**src/rtl/dfs_pkg.sv**
```systemverilog
// ----------------------------------------------------------------------------
// dfs_pkg: shared types and constants of the diffusion stencil
// Sample and coefficient formats, register codes and the records that pass
// between the line buffer, the window cells, the update pipe and the
// output buffer.
// ----------------------------------------------------------------------------
`default_nettype none

package dfs_pkg;

  localparam int SAMPLE_W = 31;
  localparam int COEF_W   = 24;
  localparam int ACC_W    = 56;
  localparam int ROW_W    = 12;
  localparam int LAP_W    = SAMPLE_W + 2;
  localparam int PROD_W   = LAP_W + COEF_W;

  localparam int CFG_IDX_W = 2;
  localparam logic [CFG_IDX_W-1:0] REG_COEF = 2'd0;
  localparam logic [CFG_IDX_W-1:0] REG_ROWS = 2'd1;
  localparam logic [CFG_IDX_W-1:0] REG_COLS = 2'd2;

  localparam int ROWS_MIN = 3;
  localparam int ROWS_MAX = 4096;
  localparam int COLS_MIN = 3;
  localparam int COLS_RST = 1024;

  localparam logic [COEF_W-1:0] COEF_RST      = 24'd16777;
  localparam logic [ROW_W-1:0]  ROWS_LAST_RST = 12'd1023;

  typedef logic [SAMPLE_W-1:0] sample_t;

  typedef struct packed {
    sample_t above;
    sample_t mid;
  } line_t;

  typedef struct packed {
    sample_t up;
    sample_t mid;
    sample_t down;
  } column_t;

  typedef struct packed {
    logic    first;
    logic    interior;
    logic    second;
    logic    last;
    sample_t echo;
  } tag_t;

  typedef struct packed {
    sample_t           value;
    logic              last;
    logic [ACC_W-1:0]  sum;
  } result_t;

  typedef struct packed {
    logic first;
    logic second;
  } push_t;

endpackage

`default_nettype wire

```
**src/rtl/dfs_out_buf.sv**
```systemverilog
// ----------------------------------------------------------------------------
// dfs_out_buf: result buffer
// Small queue that takes up to two results a cycle and hands one a cycle
// to the output channel while it does not stall; reports room for two more.
// ----------------------------------------------------------------------------
`default_nettype none

module dfs_out_buf import dfs_pkg::*; (
  input  logic    clk,
  input  logic    rst,
  input  push_t   push,
  input  result_t res_a,
  input  result_t res_b,
  output logic    room,
  output logic    out_valid,
  input  logic    out_stall,
  output result_t out_item
);

  localparam int DEPTH = 4;
  localparam int PW    = $clog2(DEPTH);
  localparam int CNTW  = $clog2(DEPTH + 1);

  result_t         mem [DEPTH];
  logic [PW-1:0]   wp;
  logic [PW-1:0]   wp_inc;
  logic [PW-1:0]   rp;
  logic [CNTW-1:0] count;
  logic [CNTW-1:0] n_push;
  logic            pop;

  assign out_valid = (count != '0);
  assign out_item  = mem[rp];
  assign pop       = out_valid && !out_stall;
  assign n_push    = CNTW'(push.first) + CNTW'(push.second);
  assign wp_inc    = wp + PW'(1);
  assign room      = (count <= CNTW'(DEPTH - 2));

  always_ff @(posedge clk) begin
    if (rst) begin
      wp    <= '0;
      rp    <= '0;
      count <= '0;
    end else begin
      wp    <= wp + PW'(n_push);
      rp    <= rp + PW'(pop);
      count <= count + n_push - CNTW'(pop);
    end
  end

  always_ff @(posedge clk) begin
    if (push.first) begin
      mem[wp] <= res_a;
    end else if (push.second) begin
      mem[wp] <= res_b;
    end
    if (push.first && push.second) begin
      mem[wp_inc] <= res_b;
    end
  end

endmodule

`default_nettype wire
```
**config.mk**
```make
export PLATFORM = sky130hd
export DESIGN_NAME = dfs_out_buf
export DESIGN_NICKNAME = d
export VERILOG_FILES = /design/src/rtl/dfs_pkg.sv /design/src/rtl/dfs_out_buf.sv
export SDC_FILE = /design/constraint.sdc
export NUM_CORES = 1
export LEC_CHECK = 0
export ABC_CLOCK_PERIOD_IN_PS = 9900
export BUFFER_PORTS_ARGS = -buffer_cell sky130_fd_sc_hd__clkbuf_2
export CAP_MARGIN = 5
export CORE_MARGIN = 3
export CORE_UTILIZATION = 55
export DETAILED_ROUTE_END_ITERATION = 10
export GPL_ROUTABILITY_DRIVEN = 1
export PLACE_DENSITY = 0.77
export SETUP_SLACK_MARGIN = 0.4
export SYNTH_ARGS = -nofsm -noshare
export SYNTH_HDL_FRONTEND = slang
export SYNTH_SLANG_ARGS = --single-unit
```
**constraint.sdc**
```tcl
create_clock -name clk -period 9.9 [get_ports clk]
set_input_delay 0.495 -clock clk [delete_from_list [all_inputs] [get_ports clk]]
set_output_delay 0.495 -clock clk [all_outputs]
set_load 0.03 [all_outputs]
```
==> metrics.sh <==
OUTCOME='finished clean'
HPWL_MM=29.0
VIA_PER_INST=6.87
MAX-VDD-IR-DROP_mV=0.209
LEADING_CELL_TYPES_IN_THE_LAYOUT_FILL_AND_TAPS_EXCLUDED='edfxtp_1, clkbuf_2, o221ai_1'
CRIT_SLOWEST_CELL='dfxtp_4'
CTS_TREE='built'
WORST_CLOCK_SKEW_PS=15.5
CP-END-KIND='flip-flop'
GLOBALROUTETOTALUTIL_PCT=28.4
GRT_ANTENNA_BEFORE_REPAIR=7
DIE-WIDTH_UM=191
FINALSETUPTNS_PS=0
AREA_DELTA_SYNTH_FINAL_PCT=13.6
FINALHOLDWORSTSLACK_PS=271
WORSTSKEWPAIRLATENCY_PS=520
CORE_REGION_AREA_UM2=33600
VIAS=13800
SYNTH_TOP_AREA_SHARE_PCT=56.3
CP_SLOWEST_STAGE_DELAY_PS=940
SYNTH_WARNINGS=0
GRT_MAX_DEGREE=107
POSTCTSSETUPBUFFERS=0
FINALCRITICALPERIOD_PS=3820
DETAIL_ROUTE.DRC_VIOLATIONS=0
RANKING_OF_SYNTHESIZED_CELLS_BY_AREA='edfxtp_1, o221ai_1, mux4_2'
PLACE.GP.CONGESTION=0.780
CRITICALPATHCATEGORY='flip-flop to flip-flop'
IO_BUFFER_COUNT=270
NETS=1714
POWER_DENSITY_nW_PER_UM2=234
FINAL_COMMON_CELL='edfxtp_1'
SYNTH_FP_NETS=1524
MAXCAPVIOLATIONS=0
POST_SYNTH_INST_COUNT=1334
GRT_FIRST_PASS_WIRELENGTH_MM=80.2
FINALHOLDVIOLATIONS=0
POST_ROUTE_STANDARD_CELL_AREA_EXCLUDING_FILLERS_UM2=21300
TRANSITION_TIME_AT_THE_PIN_WITH_THE_LEAST_SLEW_MARGIN_PS=1130
NUMCTSBUFFERS=39
NUMCLOCKSINKS=359
CRITPATHARRIVALTIME_PS=3960
WORSTPATHCELLLIST='buf_4, a21o_4, buf_4'
REPORT.POWER.TOTAL_uW=4990
NETLIST.TOP_CELL.BY_AREA='edfxtp_1'
HTREEDEPTH=2
CTS-HOLD-FIX-BUFFERS=0
CLOCKROOTBUFFER='clkbuf_16'
YOSYSUNIQUECELLTYPES=29
IOS=271
SLEW_HEADROOM_PCT=24.6
FLOORPLAN.INITIALDENSITY_PCT=55.8
ROWS=67
WORST-PATH-MAX-FANOUT=100
DRT-WIRELENGTH-PER-CELL_UM=25.7
DRV_SLEW=0
TOTAL_STANDARD_CELL_AREA_AFTER_SYNTHESIS_UM2=18800
CRITICAL-PATH-TOP-CELL-BY-COUNT='buf_4'
WORSTHOLDPATHTYPE='input port to flip-flop'
CLKSLEWWORSTSETUPHOLDPATHS_PS=60
FMAX_MHz=262
FLOORPLAN.DIE_AREA_UM2=36400
POST-ROUTE-PERIOD-UTIL_PCT=38.6
DRT-PASS1-ITER-COUNT=6
FLOORPLAN.DIE.HEIGHT_UM=191
CRIT_PATH_START_KIND='flip-flop'
NUMBER_OF_ROUTED_NETS_WITH_ANTENNA_VIOLATIONS=0
WL_MM=51.6
SYNTH.YOSYS.SEQ_AREA_SHARE_PCT=57.1
PLACE_AREA_UM2=20100
WORST-ENDPOINT-REQUIRED_PS=10040
SYNTH_SEQ_CELLS=359
LEAKAGEPOWER_uW=0.00724
POSTCTSRESIZEDCELLS=0
GLOBAL_ROUTE.OVERFLOW_TOTAL=0
POSTSYNTHAREAPERCELL_UM2=14.1
CTSLONGESTPATHBUFFERS=3
DRT-INITIAL-DRC-COUNT=1579
TIMING.FINAL.SETUP_VIOLATIONS=0
FIRST_GLOBAL_VIAS=14100
POST_ROUTE_CELLS_DRIVE_ABOVE_1_SHARE_PCT=29.4
RSZ0062_AT_GRT='no'
Yosys cell counts:
cell / count
a21boi_0: 1
a21o_1: 1
a21oi_1: 2
a31o_2: 1
and3_1: 1
and3b_1: 2
buf_2: 77
buf_4: 7
buf_6: 15
clkbuf_1: 40
dfxtp_1: 7
edfxtp_1: 352
fa_1: 1
ha_1: 8
inv_1: 8
mux4_2: 88
nand2_1: 177
nand2b_1: 178
nor2_1: 4
nor2b_1: 5
nor3_1: 1
nor3b_4: 1
o221ai_1: 247
o221ai_2: 17
o2bb2ai_1: 88
or2_2: 1
or3_1: 1
xnor2_1: 1
xnor3_1: 2
worst paths after layout:
path	cells past startpoint	end	startpoint	slack, ps
worst max-delay path	3	mem[2][19]	wp[1]	6080
worst min-delay path	2	wp[1]	rst	270
worst max register to register	3	mem[2][19]	wp[1]	6080
worst min register to register	2	count[0]	count[0]	640
kinds of logic (layout without fill, tap and decap cells):
kind of cell             count (synthesis)  in the layout  synth area share (%)
AND/OR/NAND/NOR                        371            371                  10.0
XOR/XNOR                                 3              3                 0.287
multiplexers                            88             88                  10.6
other                                    0              6                     0
flip-flops                             359            359                  57.1
AO/OA/AOI/OAI                          357            357                  17.2
buffers and inverters                  147            363                  4.19
adder cells (fa/ha/maj)                  9              9                 0.640
where the power goes:
group          total, µW  internal, µW  switching (µW)
Clock               1350           773             573
Combinational       1580           582             997
Sequential          2070          1950             124
through the flow:
stage          std cells  worst slack [ps]  utilization (%)
3_5_place_dp        1931              6160             59.9
4_1_cts             1998              5960             63.3
3_3_place_gp        1931              6250             59.9
2_1_floorplan       1334              1660                -
6_report            2004              6080             63.4
5_1_grt             2003              5800             63.4
registers in the layout (all words and copies together), names as in the netlist:
name	flops
rp	2
count	3
mem	352
wp	2
final cells by class:
cell class	instances	area [µm²]
Sequential cell	359	10700
Clock inverter	19	140
Timing Repair Buffer	288	1490
Fill cell	2500	12300
Tap cell	448	561
Antenna cell	6	15.0
Multi-Input combinational cell	828	7340
Clock buffer	48	1010
Inverter	8	30.0
metal layers:
metal  vias to the layer above  share of wire [%]  track usage, %
met5                         -              0.021               0
met4                         2                3.1            11.2
met3                       120                 11            5.28
met2                       925                 49            45.7
met1                      6782                 37            38.8
li1                       5947                  -               -
worst max-delay path: cells and delay by family (launching register included):
family | cells | cell delay (ps)
flip-flops | 1 | 940
buffers and inverters | 2 | 1740
AO/OA/AOI/OAI | 1 | 550
Note: power is estimated with default switching activity, not from simulation.
