[src/rtl/dfs_pkg.sv]
// ----------------------------------------------------------------------------
// dfs_pkg: shared types and constants of the diffusion stencil
// Sample and coefficient formats, register codes and the records that pass
// between the line buffer, the window cells, the update pipe and the
// output buffer.
// ----------------------------------------------------------------------------
`default_nettype none

package dfs_pkg;

  localparam int SAMPLE_W = 31;
  localparam int COEF_W   = 24;
  localparam int ACC_W    = 56;
  localparam int ROW_W    = 12;
  localparam int LAP_W    = SAMPLE_W + 2;
  localparam int PROD_W   = LAP_W + COEF_W;

  localparam int CFG_IDX_W = 2;
  localparam logic [CFG_IDX_W-1:0] REG_COEF = 2'd0;
  localparam logic [CFG_IDX_W-1:0] REG_ROWS = 2'd1;
  localparam logic [CFG_IDX_W-1:0] REG_COLS = 2'd2;

  localparam int ROWS_MIN = 3;
  localparam int ROWS_MAX = 4096;
  localparam int COLS_MIN = 3;
  localparam int COLS_RST = 1024;

  localparam logic [COEF_W-1:0] COEF_RST      = 24'd16777;
  localparam logic [ROW_W-1:0]  ROWS_LAST_RST = 12'd1023;

  typedef logic [SAMPLE_W-1:0] sample_t;

  typedef struct packed {
    sample_t above;
    sample_t mid;
  } line_t;

  typedef struct packed {
    sample_t up;
    sample_t mid;
    sample_t down;
  } column_t;

  typedef struct packed {
    logic    first;
    logic    interior;
    logic    second;
    logic    last;
    sample_t echo;
  } tag_t;

  typedef struct packed {
    sample_t           value;
    logic              last;
    logic [ACC_W-1:0]  sum;
  } result_t;

  typedef struct packed {
    logic first;
    logic second;
  } push_t;

endpackage

`default_nettype wire

[src/rtl/dfs_cell.sv]
// ----------------------------------------------------------------------------
// dfs_cell: one column of the 3x3 window
// Holds the up, middle and down samples of a column and takes the column at
// its input, a neighbour's or the read-ahead, on each window shift.
// ----------------------------------------------------------------------------
`default_nettype none

module dfs_cell import dfs_pkg::*; (
  input  logic    clk,
  input  logic    load,
  input  column_t din,
  output column_t dout
);

  always_ff @(posedge clk) begin
    if (load) begin
      dout <= din;
    end
  end

endmodule

`default_nettype wire

[config.mk]
export PLATFORM = sky130hd
export DESIGN_NAME = dfs_cell
export DESIGN_NICKNAME = d
export VERILOG_FILES = /design/src/rtl/dfs_pkg.sv /design/src/rtl/dfs_cell.sv
export SDC_FILE = /design/constraint.sdc
export NUM_CORES = 1
export LEC_CHECK = 0
export ABC_AREA = 1
export BUFFER_PORTS_ARGS = -buffer_cell sky130_fd_sc_hd__buf_4
export CORE_UTILIZATION = 41
export CTS_CLUSTER_DIAMETER = 40
export DETAILED_ROUTE_END_ITERATION = 10
export PLACE_DENSITY = 0.79
export SLEW_MARGIN = 20
export SYNTH_ARGS = -nofsm -noshare
export SYNTH_HDL_FRONTEND = slang
export SYNTH_SLANG_ARGS = --single-unit
[constraint.sdc]
create_clock -name clk -period 0.8 [get_ports clk]
set_input_delay 0.16 -clock clk [delete_from_list [all_inputs] [get_ports clk]]
set_output_delay 0.16 -clock clk [all_outputs]
set_load 0.01 [all_outputs]
==> out/metrics.cfg, run 1 <==
[run_status]
status=finished, violations left
failed_checks=DRC, setup timing

[floorplanning]
fp.dieW_um=84.5
start_util_pct=43.2
fp.dieH_um=84.5
ios=188
core_area_mm2=0.00646
rows=29
die_area_mm2=0.00715

[pwr]
irDropWorstVdd_mv=2.46
power_density_mw_per_mm2=1940
total_power_w=0.0114
leakage_nw=2.45

[cts]
cts_tree=yes
cts_buffer_depth=2
root_buffer=clkbuf_8
clkTransAtPathRegs_ps=100
post-cts-setup-buffer-count=0
clock-sinks=93
cts_buffers=9
h-tree-depth=3

[sta]
maxSlewViolCount=0
period_needed_ps=1110
rsz0062_at_grt=yes
setup_viol=93
worstMarginPinSlew_ps=159
setup_slack_ps=-314
slew_headroom_pct=89.4
max_freq_mhz=898
period_share_pct=139
report.final.hold_viol_count=0

[synthesis]
synth_cell_type_count=1
synth-seq-cells=93
ys_seq_area_share_pct=100
syn_area_mm2=0.00279
yosys.area.top_type=edfxtp_1
netlist.area_leader.share_pct=100
synth.avg_cell_area_um2=30.0
synthCells=93
synth_nets=188
synthTopCellsByArea=edfxtp_1
yosys_warnings=0

[placement]
io_buffers=187
dp_cells=364
dp_slack_ps=-54.2
gp_congestion=0.773
dp_hpwl_um=4880

[flow_run]
drv_cap=0

[worst_setup_path]
critical_path_class=reg -> out
critPathLaunchType=flop
crit_chain=buf_6
end_kind=output pin
worst-path-buf-inv=1
path_delay_family=flip-flops
worstPathRequired_ps=640
cp_max_fo=1
cp_slowest_cell=edfxtp_1
max_stage_delay_ps=450
arrival_ps=950

[global_routing]
grt_pass1_wl_um=12900
grt_pass1_vias=2469
grt_usage_pct=25.9
overflow=0
grt_antenna_before_repair=2
grt_max_degree=26

[cells_and_area]
multi_input_gates=0
stdcell_count=475
seq_area_mm2=0.00279
largestRegisters=dout (93)
multi_input_comb_area_um2=0
largest_reg_flops=93
fin_nets=486
drive_above_1_share_pct=52.5
fillers=222
syn_to_final_growth_pct=110
top_register=dout
utilization_pct=90.8

[drt]
drt-initial-drc-count=111
vias=2225
final_antenna_net_count=0
vias_per_cell=4.68
drc=36
drt_first_pass_iters=7
post_drt_wl_per_cell_um=21.1
wl_um=10000

[worst_hold_path]
worstHoldPathType=in -> reg

placed cells by master, fill, tap and decap left out, drive strengths merged:
| master | count |
|---|---|
| buf | 194 |
| clkinvlp | 3 |
| clkbuf | 9 |
| bufinv | 2 |
| diode | 2 |
| dlygate4sd3 | 93 |
| clkinv | 2 |
| edfxtp | 93 |
per-layer routing:
layer	vias to the layer above	track usage, %	wire length [µm]
li1	974	-	-
met1	1102	25.1	3160
met2	120	51.1	5970
met3	29	6.49	548
met4	0	11.4	355
met5	-	0	0
cell usage after synthesis (all sizes together):
master	n
edfxtp	93
stage by stage:
stage	hold WS [ps]	instance area, µm²	setup TNS, ps
finish	245	5870	-23220
global route	240	5860	-26310
CTS	233	5750	-22680
detailed placement	339	4380	-3900
global placement	338	4380	-3060
floorplan	259	2790	0
cell families (layout without fill, tap and decap cells):
group,count (synthesis),after routing,synth area share [%]
DFF,93,93,100
other,0,2,0
buffers and inverters,0,303,0
final timing paths:
path,start,to,slack [ps],depth (start not counted)
setup / recovery,dout[24],dout[24],-310,1
hold / removal,load,dout[28],240,2
power by group:
part           switching (W)  internal (W)
sequential          0.000201       0.00580
combinational       0.000663       0.00126
clock                0.00169       0.00174
final cells by class:
type	count	area share [%]
Tap cell	77	1.64
Sequential cell	93	47.6
Clock inverter	7	1.54
Timing Repair Buffer	287	47.0
Antenna cell	2	0.0853
Clock buffer	9	2.11
timing repair:
item | 4_1_cts | 5_1_grt
hold buffers | 93 | 0
endpoints found under the setup margin | 93 | 93
resized for setup | 60 | 29
hold endpoints to repair | 93 | 0
cloned | 0 | 0
Note: power is estimated with default switching activity, not from simulation.
==> inputs of run 2 (changes only) <==
--- a/config.mk
+++ b/config.mk
@@ -7,10 +7,12 @@
 export LEC_CHECK = 0
 export ABC_AREA = 1
 export BUFFER_PORTS_ARGS = -buffer_cell sky130_fd_sc_hd__buf_4
-export CORE_UTILIZATION = 41
+export CORE_ASPECT_RATIO = 0.7
+export CORE_UTILIZATION = 43
+export CTS_BUF_LIST = sky130_fd_sc_hd__clkbuf_8
 export CTS_CLUSTER_DIAMETER = 40
 export DETAILED_ROUTE_END_ITERATION = 10
-export PLACE_DENSITY = 0.79
+export PLACE_DENSITY = 0.82
 export SLEW_MARGIN = 20
 export SYNTH_ARGS = -nofsm -noshare
 export SYNTH_HDL_FRONTEND = slang
==> out/metrics.cfg, run 2 (synthesized netlist as in run 1, its figures left out) <==
[drt]
vias=2351  ; +5.7%
final_antenna_net_count=0  ; unchanged
drt_first_pass_iters=8  ; +1
drc=13  ; -64%
drt-initial-drc-count=179  ; +61%
wl_um=12400  ; +24%
vias_per_cell=5.00  ; +6.8%
post_drt_wl_per_cell_um=26.5  ; +25%

[pwr]
power_frac_clock_pct=28.9  ; -1.3 points
netSwitchingFraction_pct=24.5  ; +2.0 points
switching_power_w=0.00277  ; +8.3%
seqPwrFrac_pct=53.6  ; +0.8 points
power_density_mw_per_mm2=1940  ; +0.21%
irDropWorstVdd_mv=1.59  ; -35%
pwr-share-comb_pct=17.5  ; +0.6 points
leakage_nw=2.44  ; -0.62%
internal-power_w=0.00853  ; -3.1%

[worst_setup_path]
crit_chain=buf_6
arrival_ps=980  ; +30 ps
cp_max_fo=1  ; unchanged
crit_start=dout[54]
end_kind=output pin
cp_slowest_cell=edfxtp_1
path_delay_family=flip-flops
worstPathRequired_ps=640  ; about the same
critical_path_class=reg -> out
worst-path-buf-inv=1  ; unchanged
critPathLaunchType=flop
max_stage_delay_ps=460  ; about the same

[global_routing]
grt_pass1_wl_um=16000  ; +24%
grt_antenna_before_repair=1  ; -1
overflow=0  ; unchanged
grt_max_degree=39  ; +50%
grt_usage_pct=34.1  ; +8.2 points
grt_pass1_vias=2486  ; +0.69%

[cts]
cts_buffer_depth=2  ; unchanged
h-tree-depth=3  ; unchanged
clock-sinks=93  ; unchanged
cts_tree=yes
root_buffer=clkbuf_8
cts_buffers=9  ; unchanged
clkTransAtPathRegs_ps=110  ; about the same

[cells_and_area]
fin_nets=482  ; -0.82%
top_register=dout
drive_above_1_share_pct=52.4  ; -0.096 points
syn_to_final_growth_pct=109
multi_input_gates=0  ; unchanged
multi_input_comb_area_um2=0  ; unchanged
final_cell_mix=buf_4, edfxtp_1, dlygate4sd3_1
largest_reg_flops=93  ; unchanged
stdcell_count=470  ; -1.1%
largestRegisters=dout (93)
final_common_cell=buf_4

[sta]
report.final.hold_viol_count=0  ; unchanged
rsz0062_at_grt=yes
worstMarginPinSlew_ps=212  ; +52.9 ps
slew_headroom_pct=85.8  ; -3.5 points
period_share_pct=143  ; +3.7 points
maxSlewViolCount=0  ; unchanged
setup_slack_ps=-344  ; -29.8 ps
max_freq_mhz=874  ; -2.6%
hold_ws_ps=261  ; +16.5 ps
period_needed_ps=1140  ; +29.8 ps
setup_viol=93  ; unchanged

[floorplanning]
core_area_mm2=0.00625  ; -3.3%
die_area_mm2=0.00683  ; -4.5%
fp.dieW_um=98.3  ; +16%
ios=188  ; unchanged
fp.dieH_um=69.4  ; -18%
rows=24  ; -17%
start_util_pct=44.7  ; +1.5 points

[worst_hold_path]
worstHoldPathType=in -> reg
hp-start=load

[placement]
gp_congestion=0.746  ; -3.5%
dp_cells=361  ; -0.82%
dp_slack_ps=-52.9  ; +1.29 ps
io_buffers=187  ; unchanged

[run_status]
status=finished, violations left
failed_checks=DRC, setup timing

[flow_run]
drv_cap=0  ; unchanged

## run 2: changes by cell type in the layout (fill, tap and decap cells not counted)
cell	before	now
buf_4	102	96
bufinv_16	2	1
diode_2	2	1
inv_6	0	2
clkinv_1	2	0
inv_8	0	1
clkinvlp_4	3	1
buf_6	89	91
clkinv_2	0	1
## run 2: final timing paths
kind                   end  slack (ps)  depth (start not counted)
setup / recovery  dout[54]        -340                          1
hold / removal    dout[90]         260                          2
## run 2: area by class of cell
cell class,count,area [µm²]
antenna,1,2.50
clock buffer,9,124
clock inverter,6,71.3
fill,163,422
sequential,93,2790
tap,78,97.6
timing repair buffer,283,2740
## run 2: stage by stage
stage,TNS (ps),area [µm²],util (%),total power [W]
floorplan,0,2790,-,0.00621
global placement,-2740,4350,69.7,0.00723
detailed placement,-2980,4350,69.7,0.00728
CTS,-24120,5710,91.3,0.0109
global route,-28620,5820,93.2,0.0115
finish,-25820,5820,93.2,0.0113
## run 2: timing repair
item,in CTS,in global routing
resized for setup,60,31
setup endpoints to repair,93,93
buffers inserted,0,0
hold endpoints to repair,93,0
hold buffers,93,0
## run 2: layer usage
layer / vias to the layer above / GRT usage (%) / share of wire [%]
li1: 964 / - / -
met1: 1165 / 39.3 / 35
met2: 191 / 60.5 / 53
met3: 31 / 10.3 / 8.9
met4: 0 / 12.4 / 3.1
met5: - / 0 / 0
## run 2: power groups by stage
stage / clock [W] / combinational [W] / sequential, W
2_1_floorplan: 0 / 0 / 0.00621
3_3_place_gp: 0 / 0.00124 / 0.00599
3_5_place_dp: 0 / 0.00127 / 0.00600
4_1_cts: 0.00316 / 0.00179 / 0.00594
5_1_grt: 0.00346 / 0.00203 / 0.00606
6_report: 0.00327 / 0.00198 / 0.00605
