## src/rtl/dfs_pkg.sv

```systemverilog
// ----------------------------------------------------------------------------
// dfs_pkg: shared types and constants of the diffusion stencil
// Sample and coefficient formats, register codes and the records that pass
// between the line buffer, the window cells, the update pipe and the
// output buffer.
// ----------------------------------------------------------------------------
`default_nettype none

package dfs_pkg;

  localparam int SAMPLE_W = 31;
  localparam int COEF_W   = 24;
  localparam int ACC_W    = 56;
  localparam int ROW_W    = 12;
  localparam int LAP_W    = SAMPLE_W + 2;
  localparam int PROD_W   = LAP_W + COEF_W;

  localparam int CFG_IDX_W = 2;
  localparam logic [CFG_IDX_W-1:0] REG_COEF = 2'd0;
  localparam logic [CFG_IDX_W-1:0] REG_ROWS = 2'd1;
  localparam logic [CFG_IDX_W-1:0] REG_COLS = 2'd2;

  localparam int ROWS_MIN = 3;
  localparam int ROWS_MAX = 4096;
  localparam int COLS_MIN = 3;
  localparam int COLS_RST = 1024;

  localparam logic [COEF_W-1:0] COEF_RST      = 24'd16777;
  localparam logic [ROW_W-1:0]  ROWS_LAST_RST = 12'd1023;

  typedef logic [SAMPLE_W-1:0] sample_t;

  typedef struct packed {
    sample_t above;
    sample_t mid;
  } line_t;

  typedef struct packed {
    sample_t up;
    sample_t mid;
    sample_t down;
  } column_t;

  typedef struct packed {
    logic    first;
    logic    interior;
    logic    second;
    logic    last;
    sample_t echo;
  } tag_t;

  typedef struct packed {
    sample_t           value;
    logic              last;
    logic [ACC_W-1:0]  sum;
  } result_t;

  typedef struct packed {
    logic first;
    logic second;
  } push_t;

endpackage

`default_nettype wire

```

## src/rtl/dfs_update.sv

```systemverilog
// ----------------------------------------------------------------------------
// dfs_update: stencil update pipe
// Laplacian magnitude, coefficient product with rounding, saturated new
// value and the running sum of absolute changes, one stage each.
// ----------------------------------------------------------------------------
`default_nettype none

module dfs_update import dfs_pkg::*; (
  input  logic              clk,
  input  logic              rst,
  input  logic              adv,
  input  logic              clear,
  input  logic              in_valid,
  input  tag_t              in_tag,
  input  column_t           left,
  input  column_t           centre,
  input  column_t           right,
  input  logic [COEF_W-1:0] coef,
  output push_t             push,
  output result_t           res_a,
  output result_t           res_b
);

  localparam logic [PROD_W-1:0] ROUND_HALF = PROD_W'(1) << (COEF_W - 1);
  localparam logic [LAP_W:0]    SAT_MAX    = (LAP_W + 1)'({SAMPLE_W{1'b1}});

  logic [LAP_W-1:0]  pos;
  logic [LAP_W-1:0]  neg;
  logic              grow;
  logic [LAP_W-1:0]  lap_mag;

  logic              c_valid;
  tag_t              c_tag;
  logic [LAP_W-1:0]  c_mag;
  logic              c_grow;
  sample_t           c_ctr;

  logic [PROD_W-1:0] prod;
  logic              d_valid;
  tag_t              d_tag;
  logic [LAP_W-1:0]  d_step;
  logic              d_grow;
  sample_t           d_ctr;

  logic [LAP_W:0]    up_sum;
  sample_t           nv;
  sample_t           ad;
  logic              e_valid;
  tag_t              e_tag;
  sample_t           e_nv;
  sample_t           e_ad;

  logic [ACC_W-1:0]  acc;
  logic [ACC_W:0]    acc_sum;
  logic [ACC_W-1:0]  acc_new;

  // four neighbours against four times the centre
  assign pos = LAP_W'(centre.up) + LAP_W'(centre.down) + LAP_W'(left.mid) + LAP_W'(right.mid);
  assign neg = {centre.mid, 2'b00};
  assign grow = (pos >= neg);
  assign lap_mag = grow ? (pos - neg) : (neg - pos);

  assign prod = PROD_W'(c_mag) * PROD_W'(coef) + ROUND_HALF;

  always_comb begin
    up_sum = (LAP_W + 1)'(d_ctr) + (LAP_W + 1)'(d_step);
    if (!d_tag.interior) begin
      nv = d_ctr;
    end else if (d_grow) begin
      nv = (up_sum > SAT_MAX) ? {SAMPLE_W{1'b1}} : up_sum[SAMPLE_W-1:0];
    end else begin
      nv = (d_step > LAP_W'(d_ctr)) ? '0 : (d_ctr - d_step[SAMPLE_W-1:0]);
    end
    ad = d_grow ? (nv - d_ctr) : (d_ctr - nv);
  end

  always_ff @(posedge clk) begin
    if (rst) begin
      c_valid <= 1'b0;
      d_valid <= 1'b0;
      e_valid <= 1'b0;
    end else if (adv) begin
      c_valid <= in_valid;
      d_valid <= c_valid;
      e_valid <= d_valid;
    end
  end

  always_ff @(posedge clk) begin
    if (adv) begin
      c_tag  <= in_tag;
      c_mag  <= lap_mag;
      c_grow <= grow;
      c_ctr  <= centre.mid;
      d_tag  <= c_tag;
      d_step <= prod[PROD_W-1:COEF_W];
      d_grow <= c_grow;
      d_ctr  <= c_ctr;
      e_tag  <= d_tag;
      e_nv   <= nv;
      e_ad   <= ad;
    end
  end

  // saturating sum of changes over interior cells
  assign acc_sum = (ACC_W + 1)'(acc) + (ACC_W + 1)'(e_ad);
  assign acc_new = !e_tag.interior ? acc : (acc_sum[ACC_W] ? '1 : acc_sum[ACC_W-1:0]);

  always_ff @(posedge clk) begin
    if (rst || clear) begin
      acc <= '0;
    end else if (adv && e_valid) begin
      acc <= (e_tag.second && e_tag.last) ? '0 : acc_new;
    end
  end

  assign push.first  = adv && e_valid && e_tag.first;
  assign push.second = adv && e_valid && e_tag.second;

  assign res_a = '{value: e_nv, last: 1'b0, sum: '0};
  assign res_b = '{value: e_tag.echo, last: e_tag.last, sum: e_tag.last ? acc_new : '0};

endmodule

`default_nettype wire

```

## config.mk

```make
export PLATFORM = sky130hd
export DESIGN_NAME = dfs_update
export DESIGN_NICKNAME = d
export VERILOG_FILES = /design/src/rtl/dfs_pkg.sv /design/src/rtl/dfs_update.sv
export SDC_FILE = /design/constraint.sdc
export NUM_CORES = 2
export LEC_CHECK = 0
export ABC_AREA = 1
export ABC_CLOCK_PERIOD_IN_PS = 13200
export BUFFER_PORTS_ARGS = -buffer_cell sky130_fd_sc_hd__buf_2
export CAP_MARGIN = 20
export CELL_PAD_IN_SITES_DETAIL_PLACEMENT = 1
export CELL_PAD_IN_SITES_GLOBAL_PLACEMENT = 2
export CORE_ASPECT_RATIO = 0.9
export CORE_MARGIN = 4
export CORE_UTILIZATION = 40
export CTS_CLUSTER_DIAMETER = 50
export DETAILED_ROUTE_END_ITERATION = 10
export PLACE_DENSITY_LB_ADDON = 0.1
export SYNTH_ARGS = -nofsm -noshare
export SYNTH_HDL_FRONTEND = slang
export SYNTH_SLANG_ARGS = --single-unit
```

## constraint.sdc

```tcl
create_clock -name clk -period 13.2 [get_ports clk]
set_clock_uncertainty 0.05 [all_clocks]
set_input_delay 2.64 -clock clk [delete_from_list [all_inputs] [get_ports clk]]
set_output_delay 2.64 -clock clk [all_outputs]
set_load 0.005 [all_outputs]
```

==> flow_metrics.tcl <==
set metrics [dict create \
    timing.final.hold_violations 0 \
    antenna_found_initial 12 \
    core_region_area_mm2 0.136 \
    route.final.wire_length_um 197000 \
    area_contributors_post_synth "sky130_fd_sc_hd__fa_1, sky130_fd_sc_hd__edfxtp_1, sky130_fd_sc_hd__ha_1" \
    max_freq_mhz 102 \
    final_max_slew_viol_count 0 \
    drt-pass1-iter-count 5 \
    io_pins 521 \
    timing.hold.worst_path_depth 0 \
    critical_path.slowest_cell "sky130_fd_sc_hd__fa_1" \
    start_util 0.405 \
    postSynth.topFlopCell "sky130_fd_sc_hd__edfxtp_1" \
    yosys.area.top_type_share 0.271 \
    postRouteAntennaNets 0 \
    worst_setup_ep_type "register" \
    grt_setup_unrepaired "no" \
    holdBufCountCts 0 \
    cts_num_sinks 356 \
    area.growth.synth_to_final_pct 8.95 \
    worstRegToRegCells 25 \
    fillcell_total 16800 \
    tritoncts "built" \
    clk_path_buf_depth 3 \
    status "finished, final reports clean" \
    number_of_global_route_vias_before_repair 50100 \
    regToRegStartpoint "c_mag[22]" \
    rows 128 \
    htree_levels 2 \
    wl_per_cell_um 21.9 \
    crit_arrival_ns 10.11 \
    postSynthRegisterBits 356 \
    path_cells "buf_2, buf_4, nand2_1, fa_1, inv_1, fa_1, inv_1, fa_1, inv_1, fa_1, fa_1, fa_1, inv_1, fa_1, inv_1, ha_1, nand2_1, nor4_1, nand2_1, o211ai_1, a31oi_1, o21ai_0, a21oi_1, xnor2_1" \
    grt.total_usage 0.274 \
    seq_area_frac_synth 0.183 \
    setup_viol 0 \
    slew_headroom 0.333 \
    numPortBuffers 339 \
    post_synth_inst_count 6960 \
    dp_worst_setup_slack_ns 2.74 \
    hold_path_class "reg -> reg" \
    yosys_warning_total 0 \
    cts-buffers-inserted 55 \
    latest_clock_arrival_within_the_worst_skew_pair_ns 0.67 \
    crit_buf_inv 7 \
    avgSynthCellArea_um2 7.93 \
    pin_count_of_the_biggest_net_entering_global_routing 74 \
    number_of_synthesized_flops_with_an_enable_pin 297 \
    worst-path-stages 24 \
    dieWidth_um 399 \
    worst_path_dominant_cell_family "adder cells" \
    fin_tns_setup_ns 0 \
    post-cts-setup-buffers 0 \
    clk_pin_slew_worst_paths_ns 0.06 \
    slowest_stage_delay_cp_ns 0.56 \
    worstSetupPathType "in -> reg" \
    chipHeight_um 360 \
    worst_hold_startpoint "d_tag[31]" \
    finalCritPeriodShare 0.744 \
    drt-initial-drc-count 2672 \
    worst_hold_path_ep "res_b[56]" \
    final_layout_size_suffix_gt1_frac 0.0853 \
    fin_ws_ns 3.38 \
    asyncSetResetFlopFracSynth 0 \
    gp_congestion 0.915 \
    post-dp-hpwl_um 158000 \
    cap_viol_max_count 0 \
    synthDominantAreaCellType "sky130_fd_sc_hd__fa_1" \
    worst_ep_required_time_ns 13.50 \
    cp_common_cell "sky130_fd_sc_hd__fa_1" \
    post_cts_resized 0 \
    root_buffer "sky130_fd_sc_hd__clkbuf_16" \
    startpoint_type "input pin" \
    synth.lib_cells_used.distinct 67 \
    first_pass_grt_wire_length_um 302000 \
    total_gr_overflow 0 \
    drc 0 \
    dieArea_mm2 0.144 \
    period_needed_ns 9.82 \
    critical_path.max_fanout 21 \
    avgViaCountPerCell 5.17 \
    fin_nets 8724 \
    route.vias.total 46600 \
    rrSetupSlack_ns 5.48 \
    rr_endpoint "d_step[32]" \
    worst_pin_slew_ns 1.00 \
    hold_slack_ns 0.365 \
    synth_area_mm2 0.0552 \
]
-- worst register-to-register path: cells and delay by family (launching register included) --
kind                       cells  cell delay, ns
and+or+nand+nor                4            0.85
xor gates and xnor gates       1            0.18
buffers and inverters          8            0.69
AOI/OAI and AO/OA              4            1.34
DFF                            1            0.35
adders and majority gates      8            3.96
-- layout by cell type, fill, tap and decap left out, types with 30 or more instances in the layout --
master	count
sky130_fd_sc_hd__a21oi_1	458
sky130_fd_sc_hd__a31oi_1	45
sky130_fd_sc_hd__buf_2	338
sky130_fd_sc_hd__buf_4	67
sky130_fd_sc_hd__clkbuf_16	55
sky130_fd_sc_hd__conb_1	57
sky130_fd_sc_hd__dfxtp_1	59
sky130_fd_sc_hd__edfxtp_1	297
sky130_fd_sc_hd__fa_1	747
sky130_fd_sc_hd__ha_1	484
sky130_fd_sc_hd__inv_1	1577
sky130_fd_sc_hd__nand2_1	1600
sky130_fd_sc_hd__nand3_1	143
sky130_fd_sc_hd__nor2_1	373
sky130_fd_sc_hd__nor3_1	48
sky130_fd_sc_hd__o211ai_1	30
sky130_fd_sc_hd__o21a_1	32
sky130_fd_sc_hd__o21ai_0	225
sky130_fd_sc_hd__or2_2	30
sky130_fd_sc_hd__xnor2_1	56
sky130_fd_sc_hd__xor2_1	112
-- registers in the layout, summed over array words and instances (netlist names) --
signal / count
d_valid: 1
c_tag: 35
res_b: 32
d_tag: 35
d_ctr: 31
c_mag: 33
e_tag: 3
e_ad: 31
d_step: 33
c_valid: 1
c_grow: 1
c_ctr: 31
acc: 56
e_valid: 1
d_grow: 1
e_nv: 31
-- how the worst max path moves through the flow --
| stage | endpoint | slack [ns] | start |
|---|---|---|---|
| global route | d_step[32] | 2.98 | coef[7] |
| global placement | d_step[24] | 2.79 | coef[10] |
| detailed placement | d_step[32] | 2.74 | coef[10] |
| floorplan | d_step[24] | 4.26 | coef[3] |
| CTS | d_step[32] | 3.36 | coef[10] |
| finish | d_step[32] | 3.38 | coef[17] |
-- per-layer routing --
| metal | track usage | up-vias | part of all wire |
|---|---|---|---|
| met5 | 0 | - | 0.00014 |
| met1 | 0.373 | 23600 | 0.44 |
| met4 | 0.0569 | 4 | 0.022 |
| li1 | - | 21600 | - |
| met2 | 0.467 | 1152 | 0.48 |
| met3 | 0.0345 | 198 | 0.053 |
-- final cells by class --
class / count / area (um2) / area share
multi-input combinational: 4730 / 37600 / 0.626
inverter: 1601 / 6010 / 0.100
timing repair buffer: 406 / 2210 / 0.0368
antenna: 3 / 7.51 / 0.000125
clock inverter: 41 / 484 / 0.00806
clock buffer: 62 / 1410 / 0.0235
sequential: 356 / 10100 / 0.168
tap: 1820 / 2280 / 0.0379
-- synthesized netlist by cell type (4+ instances only) --
| cell type | number |
|---|---|
| sky130_fd_sc_hd__buf_2 | 20 |
| sky130_fd_sc_hd__a22oi_1 | 9 |
| sky130_fd_sc_hd__o211ai_1 | 30 |
| sky130_fd_sc_hd__dfxtp_1 | 59 |
| sky130_fd_sc_hd__edfxtp_1 | 297 |
| sky130_fd_sc_hd__fa_1 | 747 |
| sky130_fd_sc_hd__o21ai_0 | 225 |
| sky130_fd_sc_hd__nor3_1 | 48 |
| sky130_fd_sc_hd__a21oi_1 | 459 |
| sky130_fd_sc_hd__o31ai_1 | 13 |
| sky130_fd_sc_hd__ha_1 | 484 |
| sky130_fd_sc_hd__nor4_1 | 11 |
| sky130_fd_sc_hd__or2_2 | 30 |
| sky130_fd_sc_hd__nand3_1 | 143 |
| sky130_fd_sc_hd__clkbuf_1 | 198 |
| sky130_fd_sc_hd__o221ai_1 | 14 |
| sky130_fd_sc_hd__a21oi_2 | 6 |
| sky130_fd_sc_hd__a21o_1 | 23 |
| sky130_fd_sc_hd__xnor2_1 | 56 |
| sky130_fd_sc_hd__nand2_1 | 1601 |
| sky130_fd_sc_hd__buf_4 | 105 |
| sky130_fd_sc_hd__nand4_1 | 24 |
| sky130_fd_sc_hd__a21boi_0 | 4 |
| sky130_fd_sc_hd__nand3b_1 | 7 |
| sky130_fd_sc_hd__nand2_2 | 22 |
| sky130_fd_sc_hd__o22ai_1 | 23 |
| sky130_fd_sc_hd__o21ai_1 | 21 |
| sky130_fd_sc_hd__o21bai_1 | 20 |
| sky130_fd_sc_hd__o21a_1 | 32 |
| sky130_fd_sc_hd__mux2i_1 | 4 |
| sky130_fd_sc_hd__a31oi_1 | 45 |
| sky130_fd_sc_hd__a21oi_4 | 4 |
| sky130_fd_sc_hd__and2_1 | 7 |
| sky130_fd_sc_hd__o21ai_2 | 6 |
| sky130_fd_sc_hd__inv_2 | 21 |
| sky130_fd_sc_hd__xor2_1 | 112 |
| sky130_fd_sc_hd__o311ai_0 | 6 |
| sky130_fd_sc_hd__a211oi_1 | 15 |
| sky130_fd_sc_hd__nor2_2 | 7 |
| sky130_fd_sc_hd__inv_1 | 1578 |
| sky130_fd_sc_hd__nor2_1 | 373 |
| sky130_fd_sc_hd__a221oi_1 | 7 |
-- through the flow --
stage                     instance area [um2]  utilization  cells
after floorplan                         55400            -   7016
after global placement                  58200        0.428   8913
after detailed placement                58200        0.428   8913
after CTS                               60100        0.441   9016
after global routing                    60100        0.441   9017
final                                   60100        0.442   9019
-- cells by family (layout without fill, tap and decap cells) --
family / after synthesis / after routing / share of synthesized area
and+or+nand+nor: 2286 / 2286 / 0.167
xor gates and xnor gates: 168 / 168 / 0.0267
other: 1 / 60 / 0.0000680
AOI/OAI and AO/OA: 984 / 984 / 0.103
DFF: 356 / 356 / 0.183
muxes: 4 / 4 / 0.000726
adders and majority gates: 1231 / 1231 / 0.381
buffers and inverters: 1930 / 2110 / 0.139
Power is left out: the tool's default activity adds up to more than one toggle a clock period on the data nets, which glitch-free logic cannot reach.
